File: src/rtl/thsd_pkg.sv
package thsd_pkg;

    localparam int ScratchpadBytes = 9;
    localparam int PosW            = 4;

    localparam logic [PosW-1:0] LastPos = PosW'(ScratchpadBytes - 1);

    localparam logic [7:0] CrcPoly = 8'h8C;

    // resolution codes
    localparam logic [3:0] RES_10 = 4'd10;
    localparam logic [3:0] RES_11 = 4'd11;
    localparam logic [3:0] RES_12 = 4'd12;
    localparam logic [3:0] RES_RESET = RES_12;

    typedef struct packed {
        logic       ok;
        logic [7:0] lo;
        logic [7:0] hi;
    } t_frame;

    typedef struct packed {
        logic       status;
        logic       negative;
        logic [6:0] whole_degrees;
        logic [3:0] tenths;
    } t_result;

    // reflected CRC-8, one byte, LSB first
    function automatic logic [7:0] crc8_byte(input logic [7:0] crc, input logic [7:0] b);
        logic [7:0] c;
        logic [7:0] d;
        c = crc;
        d = b;
        for (int k = 0; k < 8; k++) begin
            if (c[0] ^ d[0]) begin
                c = (c >> 1) ^ CrcPoly;
            end else begin
                c = c >> 1;
            end
            d = d >> 1;
        end
        return c;
    endfunction

endpackage

File: src/rtl/thsd_frame.sv
module thsd_frame (
    input  logic                   i_clk,
    input  logic                   i_rst_n,
    input  logic                   i_step,
    input  logic [7:0]             i_byte,
    output logic                   o_last,
    output thsd_pkg::t_frame       o_frame
);

    logic [7:0]                r_crc;
    logic [thsd_pkg::PosW-1:0] r_pos;
    logic [7:0]                r_lo;
    logic [7:0]                r_hi;

    logic [7:0] n_crc;
    logic [7:0] n_lo;
    logic [7:0] n_hi;

    always_comb begin
        n_crc = thsd_pkg::crc8_byte(r_crc, i_byte);
        n_lo  = (r_pos == '0) ? i_byte : r_lo;
        n_hi  = (r_pos == thsd_pkg::PosW'(1)) ? i_byte : r_hi;
    end

    assign o_last     = (r_pos >= thsd_pkg::LastPos);
    assign o_frame.ok = (n_crc == 8'h00);
    assign o_frame.lo = n_lo;
    assign o_frame.hi = n_hi;

    always_ff @(posedge i_clk) begin
        if (!i_rst_n) begin
            r_crc <= '0;
            r_pos <= '0;
            r_lo  <= '0;
            r_hi  <= '0;
        end else if (i_step) begin
            r_lo <= n_lo;
            r_hi <= n_hi;
            if (o_last) begin
                r_crc <= '0;
                r_pos <= '0;
            end else begin
                r_crc <= n_crc;
                r_pos <= r_pos + thsd_pkg::PosW'(1);
            end
        end
    end

endmodule

File: src/rtl/thsd_decode.sv
module thsd_decode (
    input  thsd_pkg::t_frame  i_frame,
    input  logic [3:0]        i_res,
    output thsd_pkg::t_result o_result
);

    logic [6:0]  sum;
    logic [14:0] prod;
    logic [3:0]  tenths;
    logic [7:0]  lo;

    always_comb begin
        lo  = i_frame.lo;
        sum = (lo[3] ? 7'd50 : 7'd0) + (lo[2] ? 7'd25 : 7'd0) + (lo[1] ? 7'd13 : 7'd0)
            + ((i_res == thsd_pkg::RES_12 && lo[0]) ? 7'd6 : 7'd0);
        // divide by ten: x*205 >> 11 is exact in 15 bits for x below 160
        prod = 15'(sum) * 15'd205;

        if (i_res == thsd_pkg::RES_12 || i_res == thsd_pkg::RES_11) begin
            tenths = prod[14:11];
        end else if (i_res == thsd_pkg::RES_10) begin
            tenths = (lo[3] ? 4'd5 : 4'd0) + (lo[2] ? 4'd3 : 4'd0);
        end else begin
            tenths = lo[3] ? 4'd5 : 4'd0;
        end

        o_result.status = !i_frame.ok;
        if (i_frame.ok) begin
            o_result.negative      = i_frame.hi[7];
            o_result.whole_degrees = {i_frame.hi[2:0], lo[7:4]};
            o_result.tenths        = tenths;
        end else begin
            o_result.negative      = 1'b0;
            o_result.whole_degrees = '0;
            o_result.tenths        = '0;
        end
    end

endmodule

File: src/rtl/thermometer_scratchpad_decode_top.sv
// The last scratchpad byte passes from the input register into the result register,
// which drives m_axis_tvalid; a stall can hold it in the input register.
// Throughput: one byte per cycle; the byte-wide CRC update is combinational. The
// last byte of a frame waits while the result register is full and not drained.
// Reset (synchronous, active low) empties both registers, clears CRC and byte
// position, sets the resolution to 12 bits; s_axis_tready stays low until r_res is set.
module thermometer_scratchpad_decode_top (
    input  logic        i_clk,
    input  logic        i_rst_n,
    input  logic        i_cfg_we,
    input  logic [3:0]  i_cfg_wdata,   // resolution_bits
    input  logic        s_axis_tvalid,
    output logic        s_axis_tready,
    input  logic [7:0]  s_axis_tdata,  // [7:0] data_byte
    output logic        m_axis_tvalid,
    input  logic        m_axis_tready,
    output logic [15:0] m_axis_tdata,  // [0] negative, [7:1] whole_degrees,
                                       // [11:8] tenths, [15:12] zero
    output logic        m_axis_tuser   // status
);

    logic       r_res;
    logic [3:0] r_resolution;
    logic       r_in_valid;
    logic [7:0] r_in_byte;
    logic       r_out_valid;
    thsd_pkg::t_result r_out;

    logic              last;
    logic              advance;
    thsd_pkg::t_frame  frame;
    thsd_pkg::t_result result;

    // byte moves on unless it closes a frame and the result slot stays full
    assign advance       = r_in_valid && (!last || !r_out_valid || m_axis_tready);
    assign s_axis_tready = r_res && (!r_in_valid || advance);

    thsd_frame u_frame (
        .i_clk   (i_clk),
        .i_rst_n (i_rst_n),
        .i_step  (advance),
        .i_byte  (r_in_byte),
        .o_last  (last),
        .o_frame (frame)
    );

    thsd_decode u_decode (
        .i_frame  (frame),
        .i_res    (r_resolution),
        .o_result (result)
    );

    always_ff @(posedge i_clk) begin
        if (!i_rst_n) begin
            r_resolution <= thsd_pkg::RES_RESET;
            r_res        <= 1'b0;
        end else begin
            r_res <= 1'b1;
            if (i_cfg_we) begin
                r_resolution <= i_cfg_wdata;
            end
        end
    end

    always_ff @(posedge i_clk) begin
        if (!i_rst_n) begin
            r_in_valid <= 1'b0;
        end else if (s_axis_tready) begin
            r_in_valid <= s_axis_tvalid;
        end
    end

    always_ff @(posedge i_clk) begin
        if (s_axis_tready && s_axis_tvalid) begin
            r_in_byte <= s_axis_tdata;
        end
    end

    always_ff @(posedge i_clk) begin
        if (!i_rst_n) begin
            r_out_valid <= 1'b0;
        end else if (advance && last) begin
            r_out_valid <= 1'b1;
        end else if (m_axis_tready) begin
            r_out_valid <= 1'b0;
        end
    end

    always_ff @(posedge i_clk) begin
        if (advance && last) begin
            r_out <= result;
        end
    end

    assign m_axis_tvalid = r_out_valid;
    assign m_axis_tuser  = r_out.status;
    assign m_axis_tdata  = {4'b0000, r_out.tenths, r_out.whole_degrees, r_out.negative};

endmodule
File: config.mk
export PLATFORM = sky130hd
export DESIGN_NAME = thermometer_scratchpad_decode_top
export DESIGN_NICKNAME = d
export VERILOG_FILES = /design/src/rtl/thsd_pkg.sv /design/src/rtl/thsd_frame.sv /design/src/rtl/thsd_decode.sv /design/src/rtl/thermometer_scratchpad_decode_top.sv
export SDC_FILE = /design/constraint.sdc
export NUM_CORES = 1
export LEC_CHECK = 0
export BUFFER_PORTS_ARGS = -buffer_cell sky130_fd_sc_hd__buf_4
export CAP_MARGIN = 30
export CORE_UTILIZATION = 32
export CTS_CLUSTER_DIAMETER = 80
export CTS_CLUSTER_SIZE = 14
export DETAILED_ROUTE_END_ITERATION = 8
export GPL_TIMING_DRIVEN = 0
export SLEW_MARGIN = 20
export SYNTH_ARGS = -nofsm -noshare
export SYNTH_HDL_FRONTEND = slang
export SYNTH_SLANG_ARGS = --single-unit
File: constraint.sdc
create_clock -name i_clk -period 5.9 [get_ports i_clk]
set_clock_uncertainty 0.2 [all_clocks]
set_input_delay 1.18 -clock i_clk [delete_from_list [all_inputs] [get_ports i_clk]]
set_output_delay 1.18 -clock i_clk [all_outputs]
set_load 0.03 [all_outputs]
# Word level (Yosys, flattened, before mapping)
# Index checks and enable logic that the tools add are counted.
dict set report word_totals {
  register_bits 56
  latchBits 0
  ram_bits 0
  mem_bits_ro 0
  input_bits 17
  output_inout_bits 19
  wordCells 81
  n_memories 0
}
dict set report classes {
  n_addsub 5
  n_mul 1
  div 0
  n_lt_le_gt_ge 1
  eq_ne 4
  shift 0
  muxes 23
  bitwise_logic 16
  n_reduce_logical 17
}
# op count
set op_table {}
lappend op_table {{8-bit 2-to-1 mux} 11}
lappend op_table {{2-bit inverter with 3-bit output} 8}
lappend op_table {{7-bit adder} 3}
lappend op_table {{4-bit 2-to-1 mux} 4}
lappend op_table {{7-bit by 8-bit multiplier with 15-bit output, second input constant} 1}
lappend op_table {{4-bit equality test, second input constant} 3}
lappend op_table {{8-bit logical NOT} 1}
lappend op_table {{1-bit bitwise XOR} 8}
lappend op_table {{3-bit 2-to-1 mux} 2}
lappend op_table {{6-bit 2-to-1 mux} 1}
lappend op_table {{1-bit logical AND} 5}
lappend op_table {{5-bit 2-to-1 mux} 1}
lappend op_table {{4-bit by 1-bit adder with 4-bit output, second input constant} 1}
lappend op_table {{4-bit adder} 1}
lappend op_table {{4-bit by 1-bit equality test with 1-bit output, second input constant} 1}
lappend op_table {{4-bit greater-or-equal comparator, second input constant} 1}
lappend op_table {{1-bit logical NOT} 4}
lappend op_table {{4-bit logical NOT} 1}
lappend op_table {{1-bit logical OR} 4}
lappend op_table {{1-bit 2-to-1 mux} 3}
lappend op_table {{2-bit 2-to-1 mux} 1}
lappend op_table {{2-bit AND reduction} 1}
lappend op_table {{2-bit nonzero test} 1}

# Longest topological paths before layout
dict set report logic_depth {
  depth_word 18
  depth_mapped 27
  mapped_depth_nobuf 27
}

# Cells and area by module
# Synthesis repeated with hierarchy kept, for this count alone.
dict set report hier_totals {
  hier_cells 413
  hier_area_um2 4001.3
}
# mod instances cells_per_inst area_per_inst_um2 seq_area_each_um2
set modules_own_cells {}
lappend modules_own_cells {thsd_frame 1 173 1571.5 560.5}
lappend modules_own_cells {thsd_decode 1 187 1482.7 0.0}
lappend modules_own_cells {thermometer_scratchpad_decode_top 1 53 947.2 770.7}

# Worst setup path after synthesis
# No wires, ideal clock.
dict set report synth_timing {
  path_kind {register to register}
  startpoint {register u_frame.r_pos[0] (netlist bit)}
  endpoint {register r_out (netlist bit m_axis_tdata[9]), data pin}
  setup_time_ns 0.260
  arrival_time_ns 5.463
  required_ns 5.440
  setup_slack_ns -0.023
  path_stages_with_launch 27
  n_path_buf 0
  period_less_slack_ns 5.923
  path_cell_list {dfxtp_1 -> inv_1 -> ha_1 -> nor3b_4 -> mux2i_1 -> inv_1 -> ha_1 -> fa_1 -> a21oi_1 -> nor2_1 -> nor2_1 -> xnor2_1 -> xnor2_1 -> inv_1 -> fa_1 -> inv_1 -> ha_1 -> inv_1 -> fa_1 -> inv_1 -> ha_1 -> a21o_1 -> a221oi_1 -> o21ai_0 -> a21oi_1 -> or3_1 -> a31oi_1}
}
# item line
set synth_lines {}
lappend synth_lines {{start: declaration} thsd_frame.sv:11} ;# logic [thsd_pkg::PosW-1:0] r_pos;
lappend synth_lines {{start signal: assignment} thsd_frame.sv:44} ;# r_pos <= r_pos + thsd_pkg::PosW'(1);
lappend synth_lines {{end signal: assignment} thermometer_scratchpad_decode_top.sv:91} ;# r_out <= result;
lappend synth_lines {{end: declaration} thermometer_scratchpad_decode_top.sv:27} ;# thsd_pkg::t_result r_out;

==> impl_metrics.yaml <==
outcome:
  status: "completed"
placed_design:
  place_congestion: 0.817
  dp_hpwl_um: 5500
  io_buffers: 30
  pre_cts_ws_ns: -0.696
clock_network:
  path_clk_slew_ns: 0.09
  clk_latency_ns: 0.31
  htree_levels: 2
  clock_path_buffers: 2
  cts.sinks: 52
  cts_buffers: 5
  cts_tree: "yes"
  clockRootBuffer: "clkbuf_8"
power_and_ir_drop:
  p_comb_share_pct: 61.0
  pwr-share-clk_pct: 12.8
  p_leak_nw: 1.82
  p_switching_mw: 0.626
  total_power_mw: 1.53
  p_seq_share_pct: 26.1
  vdd_drop_max_mv: 0.182
  switching_share_pct: 40.8
  p_per_area_mw_per_mm2: 353
  intPower_mw: 0.907
worst_setup_path:
  critPathArrivalTime_ns: 5.53
  crit_top_cell: "inv_1"
  cp_top_family: "adder cells"
  worst-setup-path-type: "reg -> reg"
  cp_num_buf_inv: 7
  cp.required_ns: 5.77
  slowest_stage: "fa_1"
  start_kind: "flop"
  cp-end-kind: "flop"
  path_max_fanout: 5
  max_stage_delay_ns: 0.50
floorplan:
  rows: 37
  start_util_pct: 33.4
  dieArea_sq_mm: 0.0113
  die_h_um: 106
  dieWidth_um: 106
  io-pin-count: 36
  core_area_sq_mm: 0.0104
grt:
  grt_pass1_wl_um: 11700
  grt_pass1_vias: 2542
  track_usage_pct: 13.0
  grt_start_max_net_pins: 16
  antenna_found_initial: 0
  overflow: 0
cells_and_area:
  multiInputGateArea_sq_mm: 0.00221
  finalCoreUtilization_pct: 41.6
  final_common_cell: "buf_4"
  area_growth_pct: 24.8
  antenna_cells: 0
  regArea_sq_mm: 0.00126
  drive_above_1_share_pct: 25.1
  layout_common_cells: "buf_4 (51), nand2_1 (32), ha_1 (32)"
  fin_nets: 483
  fillers: 1033
yosys:
  netlist_area_sq_mm: 0.00347
  synth.avg_cell_area_sq_um: 9.71
  seq_area_frac_synth_pct: 36.0
  synth_enable_flop_cells: 21
  ys_ff_latch: 52
  yosys.cell_types.count: 49
  yosysWarnings: 0
  synthFlopType: "dfxtp_1"
  async_flop_share_pct: 0
  syn_inst: 358
flow_run:
  maxCapViolCount: 0
timing:
  relSlewSlack_pct: 45.8
  setup_tns_ns: 0
  fin_crit_sh_pct: 95.9
  tightest_slew_ns: 0.810
  min_period_ns: 5.66
  fmax_mhz: 177
  setup_violations: 0
  finalWorstSetupSlack_ns: 0.240
  hold_ws_ns: 0.291
  final-hold-violation-count: 0
  finalMaxSlewViolations: 0
detailed_routing:
  ant_nets: 0
  vias_per_cell: 4.74
  drtPass1Iterations: 4
  via_count: 2633
  drt_iter0_drc: 82
  post_drt_wl_per_cell_um: 13.3
  drc_errors: 0
  routed_wl_um: 7370
hold_path:
  hp-class: "reg -> reg"
[worst paths after layout]
| path | slack [ns] | end | depth (start not counted) | start |
|---|---|---|---|---|
| worst min-delay path | 0.29 | u_frame.r_lo[7] | 2 | u_frame.r_lo[7] |
| worst max-delay path | 0.24 | m_axis_tdata[10] | 27 | u_frame.r_pos[0] |
| worst min register to register | 0.29 | u_frame.r_lo[7] | 2 | u_frame.r_lo[7] |
| worst max register to register | 0.24 | m_axis_tdata[10] | 27 | u_frame.r_pos[0] |
[cell usage after synthesis, types with 2 or more instances]
cell	count	area, sq um
o21ai_0	12	60.1
nor2b_1	15	93.8
ha_1	39	488
a211o_1	2	17.5
buf_6	2	22.5
nand3_1	7	35.0
nor3_1	3	15.0
a21boi_0	7	52.6
nor2_1	20	75.1
o21a_1	4	30.0
fa_1	9	180
inv_1	35	131
a22oi_1	5	37.5
edfxtp_1	21	631
xnor2_1	18	158
dfxtp_1	31	621
nand2_1	33	124
xor2_1	7	61.3
a21o_1	5	37.5
clkbuf_1	10	37.5
a31oi_1	2	12.5
mux2i_1	16	160
o21bai_1	2	15.0
and3_1	2	12.5
o211ai_1	2	15.0
buf_4	4	30.0
nand4_1	2	12.5
and2_1	7	43.8
a21oi_1	16	80.1
[logic make-up (layout without fill, tap and decap cells)]
kind of cell               Yosys count  in the layout  share of synthesized area, %
AOI/OAI and AO/OA                   61             61                          11.2
adders and majority gates           48             48                          19.2
muxes                               17             17                          5.01
other                                1              4                         0.108
xor gates and xnor gates            27             27                          7.42
DFF                                 52             52                          36.0
and+or+nand+nor                    100            100                          14.5
buffers and inverters               52            110                          6.48
[worst register-to-register path, cell delays in order (launching register included)]
cell and delay, ns:
dfxtp_4 0.37, inv_1 0.05, ha_2 0.16, nor3b_4 0.18
buf_6 0.15, mux2i_4 0.24, inv_2 0.07, ha_4 0.17
fa_2 0.38, a21oi_2 0.13, nor2_1 0.06, nor2_2 0.15
xnor2_2 0.17, xnor2_2 0.16, inv_1 0.09, fa_1 0.50
inv_1 0.05, ha_1 0.27, inv_1 0.05, fa_1 0.50
inv_2 0.05, ha_4 0.21, a21o_1 0.18, a221oi_4 0.30
o211ai_1 0.17, a211oi_1 0.23, a211o_1 0.13, a21oi_1 0.07
[power groups by stage]
stage	clock network, mW	logic, mW	registers (mW)
after floorplan	0	0.585	0.405
after global placement	0	0.711	0.408
after detailed placement	0	0.741	0.409
after CTS	0.201	0.789	0.401
after global routing	0.215	1.06	0.403
final	0.197	0.935	0.401
[final cells by class]
type                    count  share of cell area (%)
multi-input cells         257                    51.0
flip-flops and latches     52                    29.0
repair buffers             50                    8.97
well taps                 136                    3.92
inverters                  36                    3.12
plain buffers              16                    2.16
clock buffers               5                    1.59
clock inverters             3                   0.317
[repair_timing]
action | CTS | global route
buffers inserted | 10 | 9
endpoints found under the setup margin | 4 | 4
hold buffers | 0 | 0
resized for setup | 21 | 26
pin swaps | 10 | 25
[registers in the layout (all words and copies together), names as in the netlist]
signal / flops
m_axis_tvalid: 1
m_axis_tuser: 1
u_frame.r_crc: 8
u_frame.r_pos: 4
r_res: 1
r_resolution: 4
r_in_valid: 1
m_axis_tdata: 12
u_frame.r_hi: 4
r_in_byte: 8
u_frame.r_lo: 8
[per-stage QoR]
stage	instance area [sq um]	std cells
global route	4340	555
detailed placement	3880	527
finish	4340	555
floorplan	3490	361
global placement	3880	527
CTS	4120	545
[per-layer routing]
layer / track usage (%) / vias to the layer above / routed length [um]
met3: 2.15 / 8 / 331
met2: 21.2 / 57 / 3490
met4: 3.57 / 0 / 55
li1: - / 1324 / -
met5: 0 / - / 0
met1: 17.8 / 1244 / 3490
(Power assumes the default switching activity.)
